==> src/hdl/fbpa_pkg.sv <==
// Shared types and constants of the fixed block pool allocator.
// Used by the top level, the divider and the testbench; depends on nothing else.
`default_nettype none

package fbpa_pkg;

	localparam int ADDR_W   = 32;
	localparam int BASE_W   = 32;
	localparam int BYTES_W  = 17;
	localparam int COUNT_W  = 7;
	localparam int SIZE_W   = BYTES_W + 1;
	localparam int SPAN_W   = SIZE_W + COUNT_W;
	localparam int QUOT_W   = COUNT_W;
	localparam int STATUS_W = 2;
	localparam int CFG_IDX_W = 2;
	localparam int CFG_DATA_W = 32;

	localparam logic [STATUS_W-1:0] ST_OK      = 2'd0;
	localparam logic [STATUS_W-1:0] ST_EMPTY   = 2'd1;
	localparam logic [STATUS_W-1:0] ST_NULL    = 2'd2;
	localparam logic [STATUS_W-1:0] ST_INVALID = 2'd3;

	localparam logic OP_ALLOC = 1'b0;
	localparam logic OP_FREE  = 1'b1;

	localparam logic [CFG_IDX_W-1:0] REG_POOL_BASE   = 2'd0;
	localparam logic [CFG_IDX_W-1:0] REG_BLOCK_BYTES = 2'd1;
	localparam logic [CFG_IDX_W-1:0] REG_BLOCK_COUNT = 2'd2;

	localparam logic [BASE_W-1:0]  RST_POOL_BASE   = 32'd0;
	localparam logic [BYTES_W-1:0] RST_BLOCK_BYTES = 17'd4;
	localparam logic [COUNT_W-1:0] RST_BLOCK_COUNT = 7'd64;

	typedef struct packed {
		logic              operation;
		logic [ADDR_W-1:0] address;
	} req_t;

	typedef struct packed {
		logic [STATUS_W-1:0] status;
		logic [ADDR_W-1:0]   block_address;
		logic [COUNT_W-1:0]  free_blocks;
	} rsp_t;

	typedef struct packed {
		logic              done;
		logic [QUOT_W-1:0] quot;
		logic              rem_zero;
	} div_res_t;

endpackage

`default_nettype wire

==> src/hdl/fixed_block_pool_allocator_top.sv <==
// Fixed block pool allocator: LIFO free list with double-free detection.
// Allocate: the request passes through the span, check, decide and alloc states. Free: the
// span, check and decide states, then the 7-step divider and the list walk through the link
// RAM read port; failed checks end sooner. A held-off response keeps the block in its final
// state, and the next request can be accepted in the same cycle as the result issues.
// Reset restores the register defaults and the free list 0, 1, 2, ... at once.
`default_nettype none

module fixed_block_pool_allocator_top #(
	parameter int MAX_BLOCKS = 64
) (
	input  wire logic                              clk,
	input  wire logic                              arst_n,
	input  wire logic                              req_valid,
	output logic                                   req_stall,
	input  wire fbpa_pkg::req_t                    req,
	output logic                                   rsp_valid,
	input  wire logic                              rsp_stall,
	output fbpa_pkg::rsp_t                         rsp,
	input  wire logic                              cfg_write,
	input  wire logic [fbpa_pkg::CFG_IDX_W-1:0]    cfg_index,
	input  wire logic [fbpa_pkg::CFG_DATA_W-1:0]   cfg_data
);

	localparam int IW = (MAX_BLOCKS > 1) ? $clog2(MAX_BLOCKS) : 1;
	localparam int LW = $clog2(MAX_BLOCKS + 1);
	localparam int AW = fbpa_pkg::ADDR_W;
	localparam int NW = fbpa_pkg::COUNT_W;
	localparam int ZW = fbpa_pkg::SIZE_W;
	localparam int SW = fbpa_pkg::SPAN_W;
	localparam logic [NW-1:0] RST_FREE =
		(int'(fbpa_pkg::RST_BLOCK_COUNT) > MAX_BLOCKS) ? NW'(MAX_BLOCKS)
		                                               : fbpa_pkg::RST_BLOCK_COUNT;

	localparam logic [3:0] S_IDLE   = 4'd0;
	localparam logic [3:0] S_SPAN   = 4'd1;
	localparam logic [3:0] S_CHECK  = 4'd2;
	localparam logic [3:0] S_DECIDE = 4'd3;
	localparam logic [3:0] S_ALLOC  = 4'd4;
	localparam logic [3:0] S_DIV    = 4'd5;
	localparam logic [3:0] S_WALK   = 4'd6;
	localparam logic [3:0] S_FIN    = 4'd7;

	logic [3:0]                      state_q;
	logic [fbpa_pkg::BASE_W-1:0]     base_q;
	logic [fbpa_pkg::BYTES_W-1:0]    bytes_q;
	logic [NW-1:0]                   count_q;
	logic [LW-1:0]                   head_q;
	logic [NW-1:0]                   free_q;
	logic [LW-1:0]                   mark_q;
	logic                            op_q;
	logic [AW-1:0]                   addr_q;
	logic [SW-1:0]                   span_q;
	logic                            valid_q;
	logic [AW-1:0]                   diff_q;
	logic                            below_q;
	logic [LW+ZW-1:0]                prod_q;
	logic [fbpa_pkg::QUOT_W-1:0]     idx_q;
	logic [LW-1:0]                   cur_q;
	logic [NW-1:0]                   walk_q;
	logic [fbpa_pkg::STATUS_W-1:0]   status_q;
	logic [AW-1:0]                   result_q;
	logic                            rsp_valid_q;
	fbpa_pkg::rsp_t                  rsp_q;

	logic [ZW-1:0]                   size;
	logic [NW-1:0]                   cnt_eff;
	logic [NW-1:0]                   cnt_new;
	logic [AW:0]                     top_sum;
	logic [AW:0]                     sub_res;
	logic [LW-1:0]                   link_val;
	logic [LW-1:0]                   cur_next;
	logic [LW-1:0]                   idx_l;
	logic [LW-1:0]                   ram_rdata;
	logic [IW-1:0]                   ram_raddr;
	logic                            ram_we;
	logic                            div_start;
	fbpa_pkg::div_res_t              div_res;
	logic                            out_free;

	assign size     = (ZW'(bytes_q) + ZW'(3)) & ~ZW'(3);
	assign cnt_eff  = (int'(count_q) > MAX_BLOCKS) ? NW'(MAX_BLOCKS) : count_q;
	assign cnt_new  = (int'(cfg_data[NW-1:0]) > MAX_BLOCKS) ? NW'(MAX_BLOCKS)
	                                                        : cfg_data[NW-1:0];
	assign top_sum  = {1'b0, base_q} + (AW+1)'(span_q);
	assign sub_res  = {1'b0, addr_q} - {1'b0, base_q};
	assign link_val = (head_q >= mark_q) ? head_q + LW'(1) : ram_rdata;
	assign cur_next = (cur_q >= mark_q) ? cur_q + LW'(1) : ram_rdata;
	assign idx_l    = LW'(idx_q);
	assign out_free = !rsp_valid_q || !rsp_stall;

	assign ram_raddr = (state_q == S_WALK) ? cur_next[IW-1:0] : head_q[IW-1:0];
	assign ram_we    = (state_q == S_WALK) && (walk_q == free_q);
	assign div_start = (state_q == S_DECIDE) && (op_q == fbpa_pkg::OP_FREE);

	fbpa_ram #(
		.WIDTH (LW),
		.DEPTH (MAX_BLOCKS)
	) u_links (
		.clk   (clk),
		.we    (ram_we),
		.waddr (idx_l[IW-1:0]),
		.wdata (head_q),
		.raddr (ram_raddr),
		.rdata (ram_rdata)
	);

	fbpa_div u_div (
		.clk      (clk),
		.arst_n   (arst_n),
		.start    (div_start),
		.dividend (diff_q[SW-1:0]),
		.divisor  (size),
		.res      (div_res)
	);

	always_ff @(posedge clk) begin
		unique case (state_q)
			S_IDLE: begin
				op_q   <= req.operation;
				addr_q <= req.address;
			end
			S_SPAN: begin
				span_q <= SW'(size) * SW'(cnt_eff);
			end
			S_CHECK: begin
				valid_q <= (base_q != '0) && (base_q[1:0] == 2'b00) && (size != '0) &&
				           !top_sum[AW];
				diff_q  <= sub_res[AW-1:0];
				below_q <= sub_res[AW];
			end
			S_DECIDE: begin
				prod_q <= (LW+ZW)'(head_q) * (LW+ZW)'(size);
			end
			S_DIV: begin
				idx_q <= div_res.quot;
			end
			default: begin
			end
		endcase
		if (state_q == S_FIN && out_free) begin
			rsp_q.status        <= status_q;
			rsp_q.block_address <= result_q;
			rsp_q.free_blocks   <= free_q;
		end
	end

	always_ff @(posedge clk or negedge arst_n) begin
		if (!arst_n) begin
			state_q     <= S_IDLE;
			base_q      <= fbpa_pkg::RST_POOL_BASE;
			bytes_q     <= fbpa_pkg::RST_BLOCK_BYTES;
			count_q     <= fbpa_pkg::RST_BLOCK_COUNT;
			head_q      <= '0;
			free_q      <= RST_FREE;
			mark_q      <= '0;
			cur_q       <= '0;
			walk_q      <= '0;
			status_q    <= fbpa_pkg::ST_OK;
			result_q    <= '0;
			rsp_valid_q <= 1'b0;
		end else begin
			if (state_q == S_FIN && out_free) begin
				rsp_valid_q <= 1'b1;
			end else if (!rsp_stall) begin
				rsp_valid_q <= 1'b0;
			end
			if (cfg_write && cfg_index <= fbpa_pkg::REG_BLOCK_COUNT) begin
				unique case (cfg_index)
					fbpa_pkg::REG_POOL_BASE: begin
						base_q <= cfg_data;
						free_q <= cnt_eff;
					end
					fbpa_pkg::REG_BLOCK_BYTES: begin
						bytes_q <= cfg_data[fbpa_pkg::BYTES_W-1:0];
						free_q  <= cnt_eff;
					end
					fbpa_pkg::REG_BLOCK_COUNT: begin
						count_q <= cfg_data[NW-1:0];
						free_q  <= cnt_new;
					end
					default: begin
					end
				endcase
				head_q <= '0;
				mark_q <= '0;
			end
			unique case (state_q)
				S_IDLE: begin
					if (req_valid) begin
						state_q <= S_SPAN;
					end
				end
				S_SPAN: begin
					state_q <= S_CHECK;
				end
				S_CHECK: begin
					state_q <= S_DECIDE;
				end
				S_DECIDE: begin
					result_q <= '0;
					state_q  <= S_FIN;
					if (op_q == fbpa_pkg::OP_ALLOC) begin
						priority if (free_q == '0) begin
							status_q <= fbpa_pkg::ST_EMPTY;
						end else if (!valid_q || 32'(head_q) >= 32'(cnt_eff)) begin
							status_q <= fbpa_pkg::ST_INVALID;
						end else begin
							state_q <= S_ALLOC;
						end
					end else begin
						priority if (addr_q == '0) begin
							status_q <= fbpa_pkg::ST_NULL;
						end else if (!valid_q || below_q || diff_q >= AW'(span_q) ||
						             free_q >= cnt_eff) begin
							status_q <= fbpa_pkg::ST_INVALID;
						end else begin
							state_q <= S_DIV;
						end
					end
				end
				S_ALLOC: begin
					result_q <= base_q + AW'(prod_q);
					status_q <= fbpa_pkg::ST_OK;
					head_q   <= link_val;
					free_q   <= free_q - NW'(1);
					if (head_q >= mark_q) begin
						mark_q <= head_q + LW'(1);
					end
					state_q  <= S_FIN;
				end
				S_DIV: begin
					cur_q  <= head_q;
					walk_q <= '0;
					if (div_res.done) begin
						if (div_res.rem_zero) begin
							state_q <= S_WALK;
						end else begin
							status_q <= fbpa_pkg::ST_INVALID;
							state_q  <= S_FIN;
						end
					end
				end
				S_WALK: begin
					priority if (walk_q == free_q) begin
						head_q   <= idx_l;
						free_q   <= free_q + NW'(1);
						status_q <= fbpa_pkg::ST_OK;
						state_q  <= S_FIN;
					end else if (32'(cur_q) >= MAX_BLOCKS ||
					             32'(cur_q) == 32'(idx_q)) begin
						status_q <= fbpa_pkg::ST_INVALID;
						state_q  <= S_FIN;
					end else begin
						cur_q  <= cur_next;
						walk_q <= walk_q + NW'(1);
					end
				end
				S_FIN: begin
					if (out_free) begin
						state_q <= S_IDLE;
					end
				end
				default: begin
					state_q <= S_IDLE;
				end
			endcase
		end
	end

	assign req_stall = (state_q != S_IDLE);
	assign rsp_valid = rsp_valid_q;
	assign rsp       = rsp_q;

endmodule

`default_nettype wire

==> src/hdl/fbpa_ram.sv <==
// Generic single-write, single-read RAM with a registered read port.
// Standalone; holds the free-list links of the allocator.
`default_nettype none

module fbpa_ram #(
	parameter int WIDTH = 8,
	parameter int DEPTH = 64
) (
	input  wire logic                                        clk,
	input  wire logic                                        we,
	input  wire logic [((DEPTH > 1) ? $clog2(DEPTH) : 1)-1:0] waddr,
	input  wire logic [WIDTH-1:0]                            wdata,
	input  wire logic [((DEPTH > 1) ? $clog2(DEPTH) : 1)-1:0] raddr,
	output logic      [WIDTH-1:0]                            rdata
);

	logic [WIDTH-1:0] mem_q [DEPTH];

	always_ff @(posedge clk) begin
		if (we) begin
			mem_q[waddr] <= wdata;
		end
		rdata <= mem_q[raddr];
	end

endmodule

`default_nettype wire

==> src/hdl/fbpa_div.sv <==
// Iterative restoring divider: one compare and subtract per cycle.
// Splits a pool offset into block index and remainder; uses fbpa_pkg.
`default_nettype none

module fbpa_div (
	input  wire logic                         clk,
	input  wire logic                         arst_n,
	input  wire logic                         start,
	input  wire logic [fbpa_pkg::SPAN_W-1:0]  dividend,
	input  wire logic [fbpa_pkg::SIZE_W-1:0]  divisor,
	output fbpa_pkg::div_res_t                res
);

	localparam int SW = fbpa_pkg::SPAN_W;
	localparam int QW = fbpa_pkg::QUOT_W;
	localparam int CW = $clog2(QW + 1);

	logic [SW-1:0] rem_q;
	logic [SW-1:0] dv_q;
	logic [QW-1:0] quot_q;
	logic [CW-1:0] step_q;
	logic          active_q;
	logic          done_q;
	logic          fits;

	assign fits = (rem_q >= dv_q);

	always_ff @(posedge clk or negedge arst_n) begin
		if (!arst_n) begin
			active_q <= 1'b0;
			done_q   <= 1'b0;
			step_q   <= '0;
		end else begin
			done_q <= 1'b0;
			if (start) begin
				active_q <= 1'b1;
				step_q   <= '0;
			end else if (active_q) begin
				step_q <= step_q + CW'(1);
				if (step_q == CW'(QW - 1)) begin
					active_q <= 1'b0;
					done_q   <= 1'b1;
				end
			end
		end
	end

	always_ff @(posedge clk) begin
		if (start) begin
			rem_q  <= dividend;
			dv_q   <= SW'(divisor) << (QW - 1);
			quot_q <= '0;
		end else if (active_q) begin
			if (fits) begin
				rem_q <= rem_q - dv_q;
			end
			quot_q <= {quot_q[QW-2:0], fits};
			dv_q   <= dv_q >> 1;
		end
	end

	assign res.done     = done_q;
	assign res.quot     = quot_q;
	assign res.rem_zero = (rem_q == '0);

endmodule

`default_nettype wire

==> config.mk <==
export PLATFORM = sky130hd
export DESIGN_NAME = fixed_block_pool_allocator_top
export DESIGN_NICKNAME = d
export VERILOG_FILES = /design/src/hdl/fbpa_pkg.sv /design/src/hdl/fixed_block_pool_allocator_top.sv /design/src/hdl/fbpa_ram.sv /design/src/hdl/fbpa_div.sv
export SDC_FILE = /design/constraint.sdc
export NUM_CORES = 2
export LEC_CHECK = 0
export BUFFER_PORTS_ARGS = -buffer_cell sky130_fd_sc_hd__buf_2
export CORE_ASPECT_RATIO = 1.2
export CORE_MARGIN = 5
export CORE_UTILIZATION = 65
export DETAILED_ROUTE_END_ITERATION = 16
export PLACE_DENSITY = 0.91
export SETUP_SLACK_MARGIN = 0.5
export SYNTH_ARGS = -nofsm -noshare
export SYNTH_HDL_FRONTEND = slang
export SYNTH_SLANG_ARGS = --single-unit
==> constraint.sdc <==
create_clock -name clk -period 17.1 [get_ports clk]
set_input_delay 3.42 -clock clk [delete_from_list [all_inputs] [get_ports clk]]
set_output_delay 3.42 -clock clk [all_outputs]
set_load 0.02 [all_outputs]
# Yosys cells after proc, flatten, opt, wreduce, memory -nomap -nowiden
# Memories as Yosys holds them, arrays and structs flattened. A register that Yosys moved wholly into a read port is not among the register bits.
# Index checks and enable logic that the tools add are counted.
[classes] div_mod_pow=0 shift=0 n_mul=2 n_addsub=11 muxes=61 n_reduce_logical=39 n_bitwise=0 magnitude_cmp=10 n_eq_ne=22
[op_table] operator="$mux W7" n=15
[op_table] operator="$mux W25" n=3
[op_table] operator="$pmux W7 S2" n=5
[op_table] operator="$pmux W32 S2" n=1
[op_table] operator="$mux W24" n=2
[op_table] operator="$add A32 B25 Y33" n=1
[op_table] operator="$sub A32 B32 Y33" n=1
[op_table] operator="$add A32 B25 Y32" n=1
[op_table] operator="$ge A32 B25 Y1" n=1
[op_table] operator="$logic_not A32 Y1" n=1
[op_table] operator="$pmux W4 S8" n=1
[op_table] operator="$reduce_bool A32 Y1" n=1
[op_table] operator="$add A7 B1 Y7 const B" n=4
[op_table] operator="$ge A7 B7 Y1" n=4
[op_table] operator="$mux W2" n=13
[op_table] operator="$ge A25 B24 Y1" n=1
[op_table] operator="$logic_not A25 Y1" n=1
[op_table] operator="$sub A25 B24 Y25" n=1
[op_table] operator="$mux W4" n=6
[op_table] operator="$mul A16 B7 Y23" n=1
[op_table] operator="$mul A7 B16 Y23" n=1
[op_table] operator="$add A17 B2 Y18 const B" n=1
[op_table] operator="$reduce_bool A18 Y1" n=1
[op_table] operator="$eq A4 B3 Y1 const B" n=4
[op_table] operator="32 further kinds" n=74
[word_totals] output_inout_bits=43 mem_bits_ro=0 ff_bits=352 n_memories=1 elab_cells=176 ram_bits=448 latchBits=0 input_bits=72
[mem_list] memory="u_links.mem_q" depth=64 width=7 read_ports=1 rd_clocked_by_memory_dff=1 wr=1 line="fbpa_ram.sv:17" source="logic [WIDTH-1:0] mem_q [DEPTH];"

# Longest topological paths before layout
[logic_depth] word_depth=8 ltp_mapped=25

# Hierarchy
# Synthesis repeated with hierarchy kept, for this count alone.
[unflattened] hier_cells=3493 area_unflattened_um2=44136.1
[by_module_without_submodules] module="fixed_block_pool_allocator_top" cells_each=2229 area_per_inst_um2=22530.4 seq_area_each_um2=8066.5 n_inst=1
[by_module_without_submodules] module="fbpa_ram" cells_each=827 area_per_inst_um2=17635.7 seq_area_each_um2=13593.0 n_inst=1
[by_module_without_submodules] module="fbpa_div" cells_each=437 area_per_inst_um2=3970.1 seq_area_each_um2=1676.6 n_inst=1

# Least setup slack after synthesis
# Ideal clock, no wire load.
[synth_path] path_kind="register -> output" startpoint="register state_q[2]" endpoint="output req_stall" path_stages_with_launch=5 t_arrival_ps=2742 path_slack_ps=10938 path_cell_list="dfrtp_1 > clkbuf_1 > or2_2 > nor2_1 > inv_1"
[synth_via] elab_chain_cells=1
[synth_rtl] element="from (decl)" line="fixed_block_pool_allocator_top.sv:44" source="logic [3:0] state_q;"
[synth_rtl] element="from (signal assigned)" line="fixed_block_pool_allocator_top.sv:150" source="state_q <= S_IDLE;"
[synth_rtl] element="from (signal assigned)" line="fixed_block_pool_allocator_top.sv:191" source="state_q <= S_SPAN;"
[synth_rtl] element="from (signal assigned)" line="fixed_block_pool_allocator_top.sv:195" source="state_q <= S_CHECK;"
[synth_rtl] element="$reduce_bool A4 Y1" line="fixed_block_pool_allocator_top.sv:271" source="assign req_stall = (state_q != S_IDLE);"
[synth_rtl] element="to (decl)" line="fixed_block_pool_allocator_top.sv:15" source="output logic req_stall,"
# Every way passes these cells.

# Worst setup path in the final report
[layout_path] startpoint="register bytes_q[2] in the netlist's numbering" endpoint="register prod_q[24], data pin"
[layout_via] elab_chain_cells=2
[layout_rtl] element="from (decl)" line="fixed_block_pool_allocator_top.sv:46" source="logic [fbpa_pkg::BYTES_W-1:0] bytes_q;"
[layout_rtl] element="from (signal assigned)" line="fixed_block_pool_allocator_top.sv:152" source="bytes_q <= fbpa_pkg::RST_BLOCK_BYTES;"
[layout_rtl] element="from (signal assigned)" line="fixed_block_pool_allocator_top.sv:175" source="bytes_q <= cfg_data[fbpa_pkg::BYTES_W-1:0];"
[layout_rtl] element="$add A17 B2 Y18" line="fixed_block_pool_allocator_top.sv:81" source="assign size = (ZW'(bytes_q) + ZW'(3)) & ~ZW'(3);"
[layout_rtl] element="$mul A7 B16 Y23" line="fixed_block_pool_allocator_top.sv:133" source="prod_q <= (LW+ZW)'(head_q) * (LW+ZW)'(size);"
[layout_rtl] element="to (signal assigned)" line="fixed_block_pool_allocator_top.sv:133"
[layout_rtl] element="to (decl)" line="fixed_block_pool_allocator_top.sv:57" source="logic [LW+ZW-1:0] prod_q;"
# Every way passes these cells.
# A chain may end at the register's enable or synchronous reset.

==> metrics.md <==
| Metric | Value |
|---|---|
| Final setup vio count | 0 |
| Worst Path Max Fanout | 9 |
| Required @ worst endpoint | 17.50 ns |
| Hold Buf Count CTS | 0 |
| Period Utilization, post-route | 0.407 |
| Main synth FF type | edfxtp_1 |
| GR Overflow Total | 0 |
| Postcts setup bufs | 0 |
| Mapped Area | 44700 um2 |
| R2R depth | 23 |
| Die height | 297 um |
| Post-route ant nets | 0 |
| Largest net degree at the start of global routing | 85 |
| Final nets | 4479 |
| Slew Limit Fails | 0 |
| Initial DRC Count | 4305 |
| Global-route wire length before repair | 188000 um |
| H-tree depth | 3 |
| Drt drc | 0 |
| Asr flop ratio synth | 0.166 |
| CTS Root Cell | clkbuf_16 |
| Io pins | 115 |
| Crit. Startpoint | bytes_q[2] |
| CTS tree | yes |
| Layout Utilization | 0.711 |
| EDFF count, synth | 650 |
| Unique masters post-synth | 94 |
| Mapped Avg Cell Area | 11.3 um2 |
| Total CTS buffers | 77 |
| CTS Buffer Depth | 3 |
| Layout cell share with drive strength beyond 1 | 0.0917 |
| Initial antenna violation count | 2 |
| Final WL | 124000 um |
| Worst vdd ir | 0.134 mV |
| Max_cap viols | 0 |
| Hold crit path type | reg -> reg |
| Yosys reg bits | 806 |
| Via count | 33160 |
| Status | finished clean |
| Placer Congestion | 0.969 |
| R2R setup slack | 10.14 ns |
| CTS sink count | 806 |
| Post-DP HPWL | 82200 um |
| Reg-to-reg endpoint | prod_q[24] |
| NetSw | 4.56 mW |
| Syn nets | 4425 |
| Cells after Synth | 3969 |
| Vias/cell | 6.63 |
| Relative slew slack | 0.0263 |
| Core area | 68300 um2 |
| RSZ-0062 raised after global routing | false |
| Worst setup EP type | flip-flop |
| Fin crit period | 6.96 ns |
| Total Routing Usage GR | 0.323 |
| # resized after CTS | 0 |
| Post-synthesis sequential area ratio | 0.522 |
| Number of global-route vias before repair | 32840 |
| Pre-Repair DR Iteration Count | 7 |
| Ys Warns | 0 |
| Startpoint types | flip-flop |
| Setup TNS | 0 ns |
| Logic pwr share | 0.524 |
| Area delta synth->final | 8.68% |
| Die Span X | 249 um |
| Internal power | 5.59 mW |
| Power Dens Cells | 209 nW/um2 |
| Final hold vios | 0 |
| Pleak | 19.9 nW |
| Clock power frac | 0.172 |
| # rows | 105 |
| Sequential Power Share | 0.304 |
| WL/cell | 24.7 um |
| Hold_ws | 0.417 ns |
| WS Path Type | reg -> reg |
| Initial core utilization | 0.654 |
| Critical path arrival | 7.36 ns |
| FF-to-FF Start | bytes_q[2] |
| Measured slew at the worst slew-check pin | 1.45 ns |
| Worst clock skew | 0.0557 ns |
| Switching share of total power | 0.449 |
| Achievable Freq | 0.144 GHz |
| Total die area | 74100 um2 |
| Critical Path End | prod_q[24] |
| Clk_lat worst skew | 0.66 ns |
| Clk slew on worst S/H paths | 0.07 ns |
| Port Buf Inserts | 114 |
[through the flow]
step | instances | power [mW] | area (um2) | setup WS, ns
after global placement | 4853 | 7.99 | 46000 | 10.58
after detailed placement | 4853 | 8.20 | 46000 | 10.36
final | 4999 | 10.2 | 48600 | 10.14
after floorplan | 3969 | 6.73 | 44700 | 10.94
after global routing | 4997 | 10.7 | 48600 | 9.79
after CTS | 4997 | 10.0 | 48600 | 10.26
[power groups by stage]
stage	clock, mW	combinational [mW]	sequential (mW)
after detailed placement	0	5.10	3.11
after global routing	1.83	5.74	3.10
after CTS	1.75	5.19	3.07
after floorplan	0	3.71	3.02
final	1.75	5.32	3.09
after global placement	0	4.90	3.09
[routing by layer]
metal | part of all wire | GRT usage | up-vias | routed length, um
li1 | - | - | 14332 | -
met1 | 0.33 | 0.387 | 15923 | 40800
met2 | 0.48 | 0.534 | 2299 | 59300
met3 | 0.11 | 0.0669 | 606 | 13100
met4 | 0.084 | 0.209 | 0 | 10400
met5 | 0 | 0 | - | 0
[flip-flops by register name, summed over array words and instances (netlist names), 24 cells and up]
name	flops
base_q	32
result_q	32
diff_q	32
u_links.mem_q	448
addr_q	32
u_div.dv_q	24
rsp	41
u_div.rem_q	25
[layout by cell type, fill, tap and decap left out, types with 43 or more instances in the layout]
| cell | synthesis | final |
|---|---|---|
| a211oi_1 | 50 | 50 |
| a21o_1 | 77 | 77 |
| a21oi_1 | 154 | 153 |
| a311oi_1 | 59 | 59 |
| and3_1 | 74 | 74 |
| buf_2 | 40 | 113 |
| buf_4 | 9 | 43 |
| clkbuf_16 | 0 | 80 |
| dfrtp_1 | 131 | 124 |
| edfxtp_1 | 650 | 650 |
| fa_1 | 141 | 141 |
| ha_1 | 243 | 243 |
| inv_1 | 264 | 264 |
| mux2i_1 | 70 | 70 |
| nand2_1 | 497 | 495 |
| nand2b_1 | 44 | 44 |
| nand3_1 | 157 | 157 |
| nor2_1 | 308 | 303 |
| nor2b_1 | 69 | 69 |
| o21ai_0 | 171 | 171 |
| xnor2_1 | 98 | 98 |
| xor2_1 | 56 | 56 |
[how the worst min path moves through the flow]
stage / cells after the start / slack (ns) / startpoint / to
floorplan: 0 / 0.41 / u_div.quot_q[6] / idx_l[6]
global placement: 0 / 0.42 / u_div.quot_q[6] / idx_l[6]
detailed placement: 0 / 0.43 / result_q[28] / rsp[35]
CTS: 0 / 0.42 / result_q[3] / rsp[10]
global route: 0 / 0.45 / result_q[3] / rsp[10]
finish: 0 / 0.42 / result_q[3] / rsp[10]
[critical path: stages (launching register included)]
cell and delay [ns]:
dfstp_2 0.55, o21a_1 0.19, nand3_1 0.17, nor2_2 0.25
nand4_1 0.17, xor2_1 0.62, buf_4 0.29, nor2b_1 0.07
fa_1 0.50, fa_1 0.45, fa_1 0.54, inv_1 0.05
fa_1 0.53, inv_1 0.04, ha_1 0.22, nor3_1 0.22
o21ai_0 0.17, a31oi_1 0.31, nor2b_1 0.12, o31a_1 0.28
o41a_1 0.39, a211o_1 0.28, a21oi_1 0.18, xnor2_1 0.08
[kinds of logic (layout without fill, tap and decap cells)]
group                      count (synthesis)  in the layout  synth area share
and+or+nand+nor                         1335           1335             0.139
DFF                                      806            806             0.522
AOI/OAI and AO/OA                        743            743             0.114
buffers and inverters                    447            566            0.0406
adders and majority gates                384            384             0.131
xor gates and xnor gates                 154            154            0.0302
muxes                                    100            100            0.0232
other                                      0              2                 0
[cell usage after synthesis (all sizes together) (32+ instances only)]
cell,number,area share
a211oi,56,0.010
xnor2,98,0.019
dfrtp,131,0.073
nand3,158,0.018
o21ai,174,0.020
clkbuf,114,0.0096
inv,265,0.022
xor2,56,0.011
nor2b,69,0.0097
fa,141,0.063
a21o,77,0.013
edfxtp,650,0.44
mux2i,70,0.016
nand2b,45,0.0064
nand2,499,0.042
a21oi,155,0.017
ha,243,0.068
nor2,310,0.026
nor4,33,0.0049
and3,74,0.010
a311oi,59,0.012
nor3,32,0.0037
buf,68,0.0088
and2,39,0.0056
[area by class of cell]
cell class | count | area, um2
tap | 909 | 1140
sequential | 806 | 23300
clock inverter | 39 | 435
fill | 4385 | 19700
multi-input combinational | 2716 | 19600
clock buffer | 105 | 2160
inverter | 265 | 995
timing repair buffer | 157 | 900
antenna | 2 | 5.00
No activity file was read; power rests on OpenSTA's default activity.
